[src/rtl/rmf_pkg.sv]
`timescale 1ns / 1ps

package rmf_pkg;

    localparam int NUM_SENSORS = 8;
    localparam int WINDOW_LEN  = 5;

    localparam int SENSOR_W   = 3;
    localparam int RAW_W      = 16;
    localparam int MM_W       = 14;
    localparam int MASK_W     = 8;
    localparam int CFG_IDX_W  = 4;
    localparam int CFG_DATA_W = 14;

    localparam logic [MM_W-1:0] INVALID_MM      = 14'd9999;
    localparam logic [MM_W-1:0] LIMIT_CAP       = 14'd9998;
    localparam logic [MM_W-1:0] MAX_VALID_RESET = 14'd2200;

    localparam int DEPTH    = NUM_SENSORS * WINDOW_LEN;
    localparam int ADDR_W   = (DEPTH > 1) ? $clog2(DEPTH) : 1;
    localparam int POS_W    = (WINDOW_LEN > 1) ? $clog2(WINDOW_LEN) : 1;
    localparam int SIDX_W   = (NUM_SENSORS > 1) ? $clog2(NUM_SENSORS) : 1;
    localparam int CNT_W    = $clog2(WINDOW_LEN + 1);
    localparam int MID_IDX  = (WINDOW_LEN - 1) / 2;

    typedef logic [MM_W-1:0] mm_t;

    typedef enum logic [CFG_IDX_W-1:0] {
        REG_MAX_VALID = 4'd0,
        REG_ENABLE    = 4'd1,
        REG_SHUTDOWN  = 4'd2,
        REG_MEDIAN    = 4'd3
    } cfg_reg_t;

    typedef struct packed {
        logic fill;
        logic start;
        logic run;
    } rank_ctl_t;

    typedef struct packed {
        logic found;
        mm_t  median;
    } rank_st_t;

endpackage

[src/rtl/range_median_filter.sv]
`timescale 1ns / 1ps
// median mode off or ignored sensor: accept goes straight to S_DONE, then to the output
// window path: S_WRITE, S_READ of the window, S_FILL, S_START, then S_RANK ranks candidates
// until the median (1..WINDOW_LEN of them), then S_DONE; the single compare unit sets its length
// throughput: one item at a time, next taken after the result is registered; S_DONE may stall
// reset: config back to defaults, windows read as zero, ring positions zero, no item pending

module range_median_filter (
    input  logic                           clk,
    input  logic                           rst_n,
    input  logic                           s_tvalid,
    output logic                           s_tready,
    input  logic [23:0]                    s_tdata,   // sensor_num, raw_mm
    output logic                           m_tvalid,
    input  logic                           m_tready,
    output logic [23:0]                    m_tdata,   // sensor_out, filtered_mm
    output logic                           m_tuser,   // updated
    input  logic                           cfg_valid,
    output logic                           cfg_ready,
    input  logic [rmf_pkg::CFG_IDX_W-1:0]  cfg_index,
    input  logic [rmf_pkg::CFG_DATA_W-1:0] cfg_data
);
    import rmf_pkg::*;

    typedef enum logic [6:0] {
        S_IDLE  = 7'b0000001,
        S_WRITE = 7'b0000010,
        S_READ  = 7'b0000100,
        S_FILL  = 7'b0001000,
        S_START = 7'b0010000,
        S_RANK  = 7'b0100000,
        S_DONE  = 7'b1000000
    } state_t;

    state_t                state_reg;
    mm_t                   max_valid_reg;
    logic [MASK_W-1:0]     enable_reg;
    logic                  shutdown_reg;
    logic                  median_reg;

    logic [SENSOR_W-1:0]   sensor_reg;
    mm_t                   q_reg;
    mm_t                   res_reg;
    logic                  upd_reg;
    logic [POS_W-1:0]      k_reg;
    logic                  rd_pend_reg;
    logic                  vld_d_reg;
    logic [POS_W-1:0]      pos_reg [NUM_SENSORS];
    logic [DEPTH-1:0]      valid_reg;

    logic                  m_tvalid_reg;
    logic [SENSOR_W-1:0]   out_sensor_reg;
    mm_t                   out_mm_reg;
    logic                  out_upd_reg;

    logic [SENSOR_W-1:0]   in_sensor;
    logic [RAW_W-1:0]      in_raw;
    mm_t                   limit;
    mm_t                   q_in;
    logic                  active;
    logic                  accept;
    logic                  out_free;
    logic [ADDR_W-1:0]     base;
    logic [ADDR_W-1:0]     waddr;
    logic [ADDR_W-1:0]     raddr;
    logic [POS_W-1:0]      cur_pos;
    logic [POS_W-1:0]      pos_next;
    mm_t                   rdata;
    mm_t                   fill_data;
    rank_ctl_t             rank_ctl;
    rank_st_t              rank_st;

    assign in_sensor = s_tdata[SENSOR_W-1:0];
    assign in_raw    = s_tdata[SENSOR_W+RAW_W-1:SENSOR_W];

    assign limit  = (max_valid_reg > LIMIT_CAP) ? LIMIT_CAP : max_valid_reg;
    assign q_in   = ((in_raw == '0) || (in_raw > RAW_W'(limit))) ? INVALID_MM
                                                                 : in_raw[MM_W-1:0];
    assign active = ({1'b0, in_sensor} < (SENSOR_W + 1)'(NUM_SENSORS))
                    && enable_reg[in_sensor]
                    && ((in_sensor == '0) || shutdown_reg);

    assign s_tready  = (state_reg == S_IDLE);
    assign accept    = s_tvalid && s_tready;
    assign cfg_ready = 1'b1;
    assign out_free  = !m_tvalid_reg || m_tready;

    assign base     = ADDR_W'(sensor_reg) * ADDR_W'(WINDOW_LEN);
    assign cur_pos  = pos_reg[sensor_reg[SIDX_W-1:0]];
    assign pos_next = (cur_pos == POS_W'(WINDOW_LEN - 1)) ? '0 : cur_pos + POS_W'(1);
    assign waddr    = base + ADDR_W'(cur_pos);
    assign raddr    = base + ADDR_W'(k_reg);

    // entries never written read as zero
    assign fill_data = vld_d_reg ? rdata : '0;

    assign rank_ctl.fill  = rd_pend_reg;
    assign rank_ctl.start = (state_reg == S_START);
    assign rank_ctl.run   = (state_reg == S_RANK);

    assign m_tvalid = m_tvalid_reg;
    assign m_tuser  = out_upd_reg;
    assign m_tdata  = {(24 - SENSOR_W - MM_W)'(0), out_mm_reg, out_sensor_reg};

    rmf_ram #(
        .WIDTH (MM_W),
        .DEPTH (DEPTH)
    ) u_window (
        .clk   (clk),
        .we    (state_reg == S_WRITE),
        .waddr (waddr),
        .wdata (q_reg),
        .raddr (raddr),
        .rdata (rdata)
    );

    rmf_rank u_rank (
        .clk       (clk),
        .rst_n     (rst_n),
        .ctl       (rank_ctl),
        .fill_data (fill_data),
        .st        (rank_st)
    );

    // config registers
    always_ff @(posedge clk or negedge rst_n)
    begin
        if (!rst_n)
        begin
            max_valid_reg <= MAX_VALID_RESET;
            enable_reg    <= '0;
            shutdown_reg  <= 1'b0;
            median_reg    <= 1'b1;
        end
        else if (cfg_valid && cfg_ready)
        begin
            unique case (cfg_index)
                REG_MAX_VALID: max_valid_reg <= cfg_data[MM_W-1:0];
                REG_ENABLE:    enable_reg    <= cfg_data[MASK_W-1:0];
                REG_SHUTDOWN:  shutdown_reg  <= cfg_data[0];
                REG_MEDIAN:    median_reg    <= cfg_data[0];
                default:       ;
            endcase
        end
    end

    // sequencer
    always_ff @(posedge clk or negedge rst_n)
    begin
        if (!rst_n)
        begin
            state_reg    <= S_IDLE;
            k_reg        <= '0;
            rd_pend_reg  <= 1'b0;
            valid_reg    <= '0;
            m_tvalid_reg <= 1'b0;
            for (int i = 0; i < NUM_SENSORS; i++)
            begin
                pos_reg[i] <= '0;
            end
        end
        else
        begin
            rd_pend_reg <= (state_reg == S_READ);
            if (m_tvalid_reg && m_tready)
            begin
                m_tvalid_reg <= 1'b0;
            end
            unique case (state_reg)
                S_IDLE:
                begin
                    if (accept)
                    begin
                        if (active && median_reg)
                        begin
                            state_reg <= S_WRITE;
                        end
                        else
                        begin
                            state_reg <= S_DONE;
                        end
                    end
                end
                S_WRITE:
                begin
                    valid_reg[waddr]                  <= 1'b1;
                    pos_reg[sensor_reg[SIDX_W-1:0]] <= pos_next;
                    k_reg                             <= '0;
                    state_reg                         <= S_READ;
                end
                S_READ:
                begin
                    k_reg <= k_reg + POS_W'(1);
                    if (k_reg == POS_W'(WINDOW_LEN - 1))
                    begin
                        state_reg <= S_FILL;
                    end
                end
                S_FILL:
                begin
                    state_reg <= S_START;
                end
                S_START:
                begin
                    state_reg <= S_RANK;
                end
                S_RANK:
                begin
                    if (rank_st.found)
                    begin
                        state_reg <= S_DONE;
                    end
                end
                S_DONE:
                begin
                    if (out_free)
                    begin
                        m_tvalid_reg <= 1'b1;
                        state_reg    <= S_IDLE;
                    end
                end
                default:
                begin
                    state_reg <= S_IDLE;
                end
            endcase
        end
    end

    // item payload
    always_ff @(posedge clk)
    begin
        vld_d_reg <= valid_reg[raddr];
        if (accept)
        begin
            sensor_reg <= in_sensor;
            q_reg      <= q_in;
            upd_reg    <= active;
            res_reg    <= active ? q_in : '0;
        end
        if (rank_st.found)
        begin
            res_reg <= rank_st.median;
        end
        if ((state_reg == S_DONE) && out_free)
        begin
            out_sensor_reg <= sensor_reg;
            out_mm_reg     <= res_reg;
            out_upd_reg    <= upd_reg;
        end
    end

    assert property (@(posedge clk) disable iff (!rst_n)
        m_tvalid && !m_tuser |-> (m_tdata[SENSOR_W+MM_W-1:SENSOR_W] == '0))
        else $error("ignored item carries a nonzero distance");

    assert property (@(posedge clk) disable iff (!rst_n)
        m_tvalid |-> (m_tdata[SENSOR_W+MM_W-1:SENSOR_W] <= INVALID_MM))
        else $error("distance above the invalid code");

    assert property (@(posedge clk) disable iff (!rst_n)
        rank_st.found |-> (state_reg == S_RANK))
        else $error("median found outside the ranking phase");

    assert property (@(posedge clk) disable iff (!rst_n)
        accept |=> !s_tready)
        else $error("second item taken while one is in work");

    assert property (@(posedge clk) disable iff (!rst_n)
        (state_reg == S_RANK) |-> !rd_pend_reg)
        else $error("window read still pending while ranking");

endmodule

[src/rtl/rmf_ram.sv]
`timescale 1ns / 1ps

module rmf_ram #(
    parameter int WIDTH = 14,
    parameter int DEPTH = 40
) (
    input  logic                                        clk,
    input  logic                                        we,
    input  logic [((DEPTH > 1) ? $clog2(DEPTH) : 1)-1:0] waddr,
    input  logic [WIDTH-1:0]                            wdata,
    input  logic [((DEPTH > 1) ? $clog2(DEPTH) : 1)-1:0] raddr,
    output logic [WIDTH-1:0]                            rdata
);

    logic [WIDTH-1:0] mem [DEPTH];

    always_ff @(posedge clk)
    begin
        if (we)
        begin
            mem[waddr] <= wdata;
        end
        rdata <= mem[raddr];
    end

endmodule

[src/rtl/rmf_rank.sv]
`timescale 1ns / 1ps

module rmf_rank (
    input  logic              clk,
    input  logic              rst_n,
    input  rmf_pkg::rank_ctl_t ctl,
    input  rmf_pkg::mm_t       fill_data,
    output rmf_pkg::rank_st_t  st
);
    import rmf_pkg::*;

    mm_t              ring_reg [WINDOW_LEN];
    mm_t              cand_reg;
    logic [CNT_W-1:0] lt_reg;
    logic [CNT_W-1:0] le_reg;
    logic [POS_W-1:0] step_reg;

    logic [MM_W:0]    diff;
    logic             lt_hit;
    logic             le_hit;
    logic [CNT_W-1:0] lt_sum;
    logic [CNT_W-1:0] le_sum;
    logic             last_step;
    logic             is_med;

    // shared compare: window element against the candidate
    assign diff      = {1'b0, cand_reg} - {1'b0, ring_reg[0]};
    assign le_hit    = ~diff[MM_W];
    assign lt_hit    = ~diff[MM_W] && (diff[MM_W-1:0] != '0);
    assign lt_sum    = lt_reg + CNT_W'(lt_hit);
    assign le_sum    = le_reg + CNT_W'(le_hit);
    assign last_step = (step_reg == POS_W'(WINDOW_LEN - 1));
    assign is_med    = (lt_sum <= CNT_W'(MID_IDX)) && (le_sum >= CNT_W'(MID_IDX + 1));

    assign st.found  = ctl.run && last_step && is_med;
    assign st.median = cand_reg;

    // ring rotates by one between compares, so each pass starts on a new front element
    always_ff @(posedge clk)
    begin
        if (ctl.fill)
        begin
            for (int i = 0; i < WINDOW_LEN - 1; i++)
            begin
                ring_reg[i] <= ring_reg[i+1];
            end
            ring_reg[WINDOW_LEN-1] <= fill_data;
        end
        else if (ctl.run && !last_step)
        begin
            for (int i = 0; i < WINDOW_LEN; i++)
            begin
                ring_reg[i] <= ring_reg[(i + 1) % WINDOW_LEN];
            end
        end

        if (ctl.start)
        begin
            cand_reg <= ring_reg[0];
        end
        else if (ctl.run && last_step)
        begin
            cand_reg <= ring_reg[0];
        end
    end

    always_ff @(posedge clk or negedge rst_n)
    begin
        if (!rst_n)
        begin
            lt_reg   <= '0;
            le_reg   <= '0;
            step_reg <= '0;
        end
        else if (ctl.start || (ctl.run && last_step))
        begin
            lt_reg   <= '0;
            le_reg   <= '0;
            step_reg <= '0;
        end
        else if (ctl.run)
        begin
            lt_reg   <= lt_sum;
            le_reg   <= le_sum;
            step_reg <= step_reg + POS_W'(1);
        end
    end

endmodule
[config.mk]
export PLATFORM = sky130hd
export DESIGN_NAME = range_median_filter
export DESIGN_NICKNAME = d
export VERILOG_FILES = /design/src/rtl/rmf_pkg.sv /design/src/rtl/range_median_filter.sv /design/src/rtl/rmf_ram.sv /design/src/rtl/rmf_rank.sv
export SDC_FILE = /design/constraint.sdc
export NUM_CORES = 1
export LEC_CHECK = 0
export ABC_CLOCK_PERIOD_IN_PS = 5460
export BUFFER_PORTS_ARGS = -buffer_cell sky130_fd_sc_hd__buf_2
export CAP_MARGIN = 20
export CORE_ASPECT_RATIO = 1.1
export CORE_MARGIN = 2
export CORE_UTILIZATION = 60
export CTS_CLUSTER_SIZE = 40
export DETAILED_ROUTE_END_ITERATION = 8
export GPL_TIMING_DRIVEN = 0
export PLACE_DENSITY = 0.83
export SLEW_MARGIN = 20
export SYNTH_ARGS = -nofsm -noshare
export SYNTH_HDL_FRONTEND = slang
export SYNTH_SLANG_ARGS = --single-unit
[constraint.sdc]
create_clock -name clk -period 5.46 [get_ports clk]
set_input_delay 0 -clock clk [delete_from_list [all_inputs] [get_ports clk]]
set_output_delay 0 -clock clk [all_outputs]
set_load 0.1 [all_outputs]
==> results.md <==
* Status: finished, final reports clean
* Global Route Usage Sum at 29.3%
* Placer Congestion at 0.916
* DR pass1 iterations at 6
* Residual DRC at 0
* First-pass GRT wire length at 119,000 um
* Largest register FFs at 560
* HPWL Detailed at 50,700 um
* Critical Path AT at 5600 ps
* Slew margin rel. at 28.7%
* Grt total ovfl at 0
* Area of the core at 53,700 sq um
* Filler Cells Inserted at 3,111
* Vias in the first global route at 18,500
* EDFF count, synth at 694
* TNS Setup at 0 ps
* Max rail drop VDD at 272 uV
* Minimum clock period at 5170 ps
* Largest net degree at the start of global routing at 68
* Worst-Skew Late Latency at 630 ps
* Initial Util at 60.8%
* Final Total Pwr at 0.0159 W
* Sequential share of the synthesized area at 73.1%
* Layout cells sized above 1 at 28.4%
* Critical path fanouts, max at 10
* Tightest Pin Transition at 1070 ps
* Routed len/inst at 29.2 um
* Top cell type by total area after synthesis: edfxtp_1
* FF-to-FF path depth at 19
* YS warnings at 0
* Die area at 56,300 sq um
* Main synth FF type: edfxtp_1
* Crit end category: flip-flop
* Nets at 2,051
* Reg clk slew, reported paths at 60 ps
* CP required at 5890 ps
* Total clock sinks at 818
* Yosys cell types at 63
* PortBufs at 61
* Max cap viols at 0
* Setup slack, reg-to-reg at 290 ps
* Share of flip-flops with an asynchronous set or reset at 13.3%
* #FFs+latches synth at 818
* Initial antenna violation count at 4
* Die X at 226 um
* Clk_skew at 31.7 ps
* Synth cell count leaders: 694 x edfxtp_1, 184 x mux4_2, 103 x dfrtp_1, 81 x nand2_1, 81 x nor2_1
* Hold path cells at 5
* Post-Synthesis Cells at 1,719
* Layout area overhead at 15.0%
* H-tree levels at 3
* Total number of vias at 18,000
* Footprint of the multi-input gates at 8460 sq um
* Met2 WL post-DR at 40,100 um
* Cell with the most instances after synthesis: edfxtp_1
* Mean Syn Cell Area at 19.0 sq um
* Detailed Route Iter0 Violations at 2,277
* Post-CTS Setup Bufs at 0
* FF+latch area at 23,900 sq um
* I/O pin total at 75
* Top layer in use: met4
* Total CTS buffers at 77
* Hold Path Class: primary input to flip-flop
* Pleak at 13.1 nW
* Setup-failing EPs final at 0
* CP Class: flip-flop to flip-flop
* Worst slack at placement at 440 ps
* Fin crit share at 94.7%
* FMAX at 193 MHz
* PwrDens at 425 nW/um^2
* Via density at 6.56
* Final ANT Viol Nets at 0
* Max-slew violations at 0
* Total Wirelength at 80,200 um
* Final WS setup at 289 ps
* Die Ht at 249 um
* TritonCTS clock tree: done
* Post-synthesis cell area at 32,600 sq um
* Yosys top cell area share at 63.8%
* Clock Path Buffers at 3
* CP Launch Type: flip-flop
* Clock root cell: clkbuf_16
* Ranking of synthesized cells by area: edfxtp_1 64%, mux4_2 13%, dfrtp_1 7.9%, ha_1 1.8%, mux2_2 1.8%
* Wl on met1 at 28,500 um
* Final hold vios at 0
* Site Rows at 89
* Met3 Wirelength at 7130 um
critical path: stages, from the launching register on:
cell and delay (ps):
edfxtp_1 460, inv_1 90, ha_1 350, nor2b_1 190, o31ai_1 360, a22oi_1 240
a2111oi_1 620, o31ai_1 190, a21oi_1 310, a31oi_1 130, ha_1 250, ha_1 240
xnor2_1 160, nand4_1 110, a21oi_1 200, and2_1 150, clkbuf_1 310, clkbuf_1 390
nand2_1 110, o21ai_0 110
layout make-up:
cell class / instances / share of cell area, %
Clock buffer: 99 / 5.49
Buffer: 71 / 0.854
Antenna cell: 3 / 0.0200
Sequential cell: 818 / 63.6
Multi-Input combinational cell: 803 / 22.5
Inverter: 33 / 0.330
Timing Repair Buffer: 150 / 3.89
Tap cell: 728 / 2.43
Clock inverter: 43 / 0.820
cells in the final DEF, fill, tap and decap left out, types with 21 or more instances in the layout:
| cell | n |
|---|---|
| mux2i_1 | 22 |
| nand2_1 | 81 |
| edfxtp_1 | 694 |
| clkbuf_16 | 78 |
| a21oi_1 | 37 |
| buf_8 | 27 |
| nor2b_1 | 25 |
| buf_2 | 77 |
| o21ai_0 | 38 |
| mux2_2 | 51 |
| inv_1 | 32 |
| dfrtp_1 | 103 |
| clkbuf_1 | 62 |
| mux4_2 | 184 |
| nand3_1 | 21 |
| nor2_2 | 40 |
| or2_2 | 41 |
| dlygate4sd3_1 | 43 |
| ha_1 | 47 |
| nor2_1 | 41 |
cells by family after synthesis:
family / after synthesis / synth area share (%)
buf+inv: 104 / 1.35
simple gates: 323 / 4.93
compound gates: 149 / 3.02
mux: 257 / 15.1
fa+ha+maj: 50 / 1.99
other cells: 2 / 0.0230
xor+xnor: 16 / 0.429
flops: 818 / 73.1
path summary, 6_finish.rpt:
kind	startpoint	to
max	u_rank.ring_reg[0][2]	res_reg[5]
min	s_tdata[17]	q_reg[0]
max reg2reg	u_rank.ring_reg[0][2]	res_reg[5]
min reg2reg	u_rank.ring_reg[2][3]	u_rank.ring_reg[1][3]
max in group asynchronous	rst_n	valid_reg[32]
min in group asynchronous	rst_n	median_reg
per-stage QoR:
step                utilization [%]  cell area, sq um  cells  hold slack (ps)
floorplan                         -             32700   1725             -296
global placement               63.1             33900   2514              206
detailed placement             64.6             34700   2558            -56.6
CTS                            69.9             37500   2744             35.5
global route                   69.9             37500   2747             94.6
finish                         69.9             37500   2748             78.4
power breakdown:
| group | switching [W] | total (W) | internal, W |
|---|---|---|---|
| registers | 0.000186 | 0.00734 | 0.00716 |
| logic | 0.00212 | 0.00350 | 0.00137 |
| clock network | 0.00228 | 0.00511 | 0.00282 |
layer usage:
| layer | vias up | track usage (%) |
|---|---|---|
| li1 | 7320 | - |
| met1 | 9233 | 37.4 |
| met2 | 1219 | 47.7 |
| met3 | 266 | 5.87 |
| met4 | 0 | 15.8 |
| met5 | - | 0 |
timing repair:
item / in CTS / in global routing
hold endpoints to repair: 168 / 0
hold buffers: 44 / 0
resized for setup: 0 / 1
endpoints found under the setup margin: 0 / 1
Note: power is estimated with default switching activity, not from simulation.
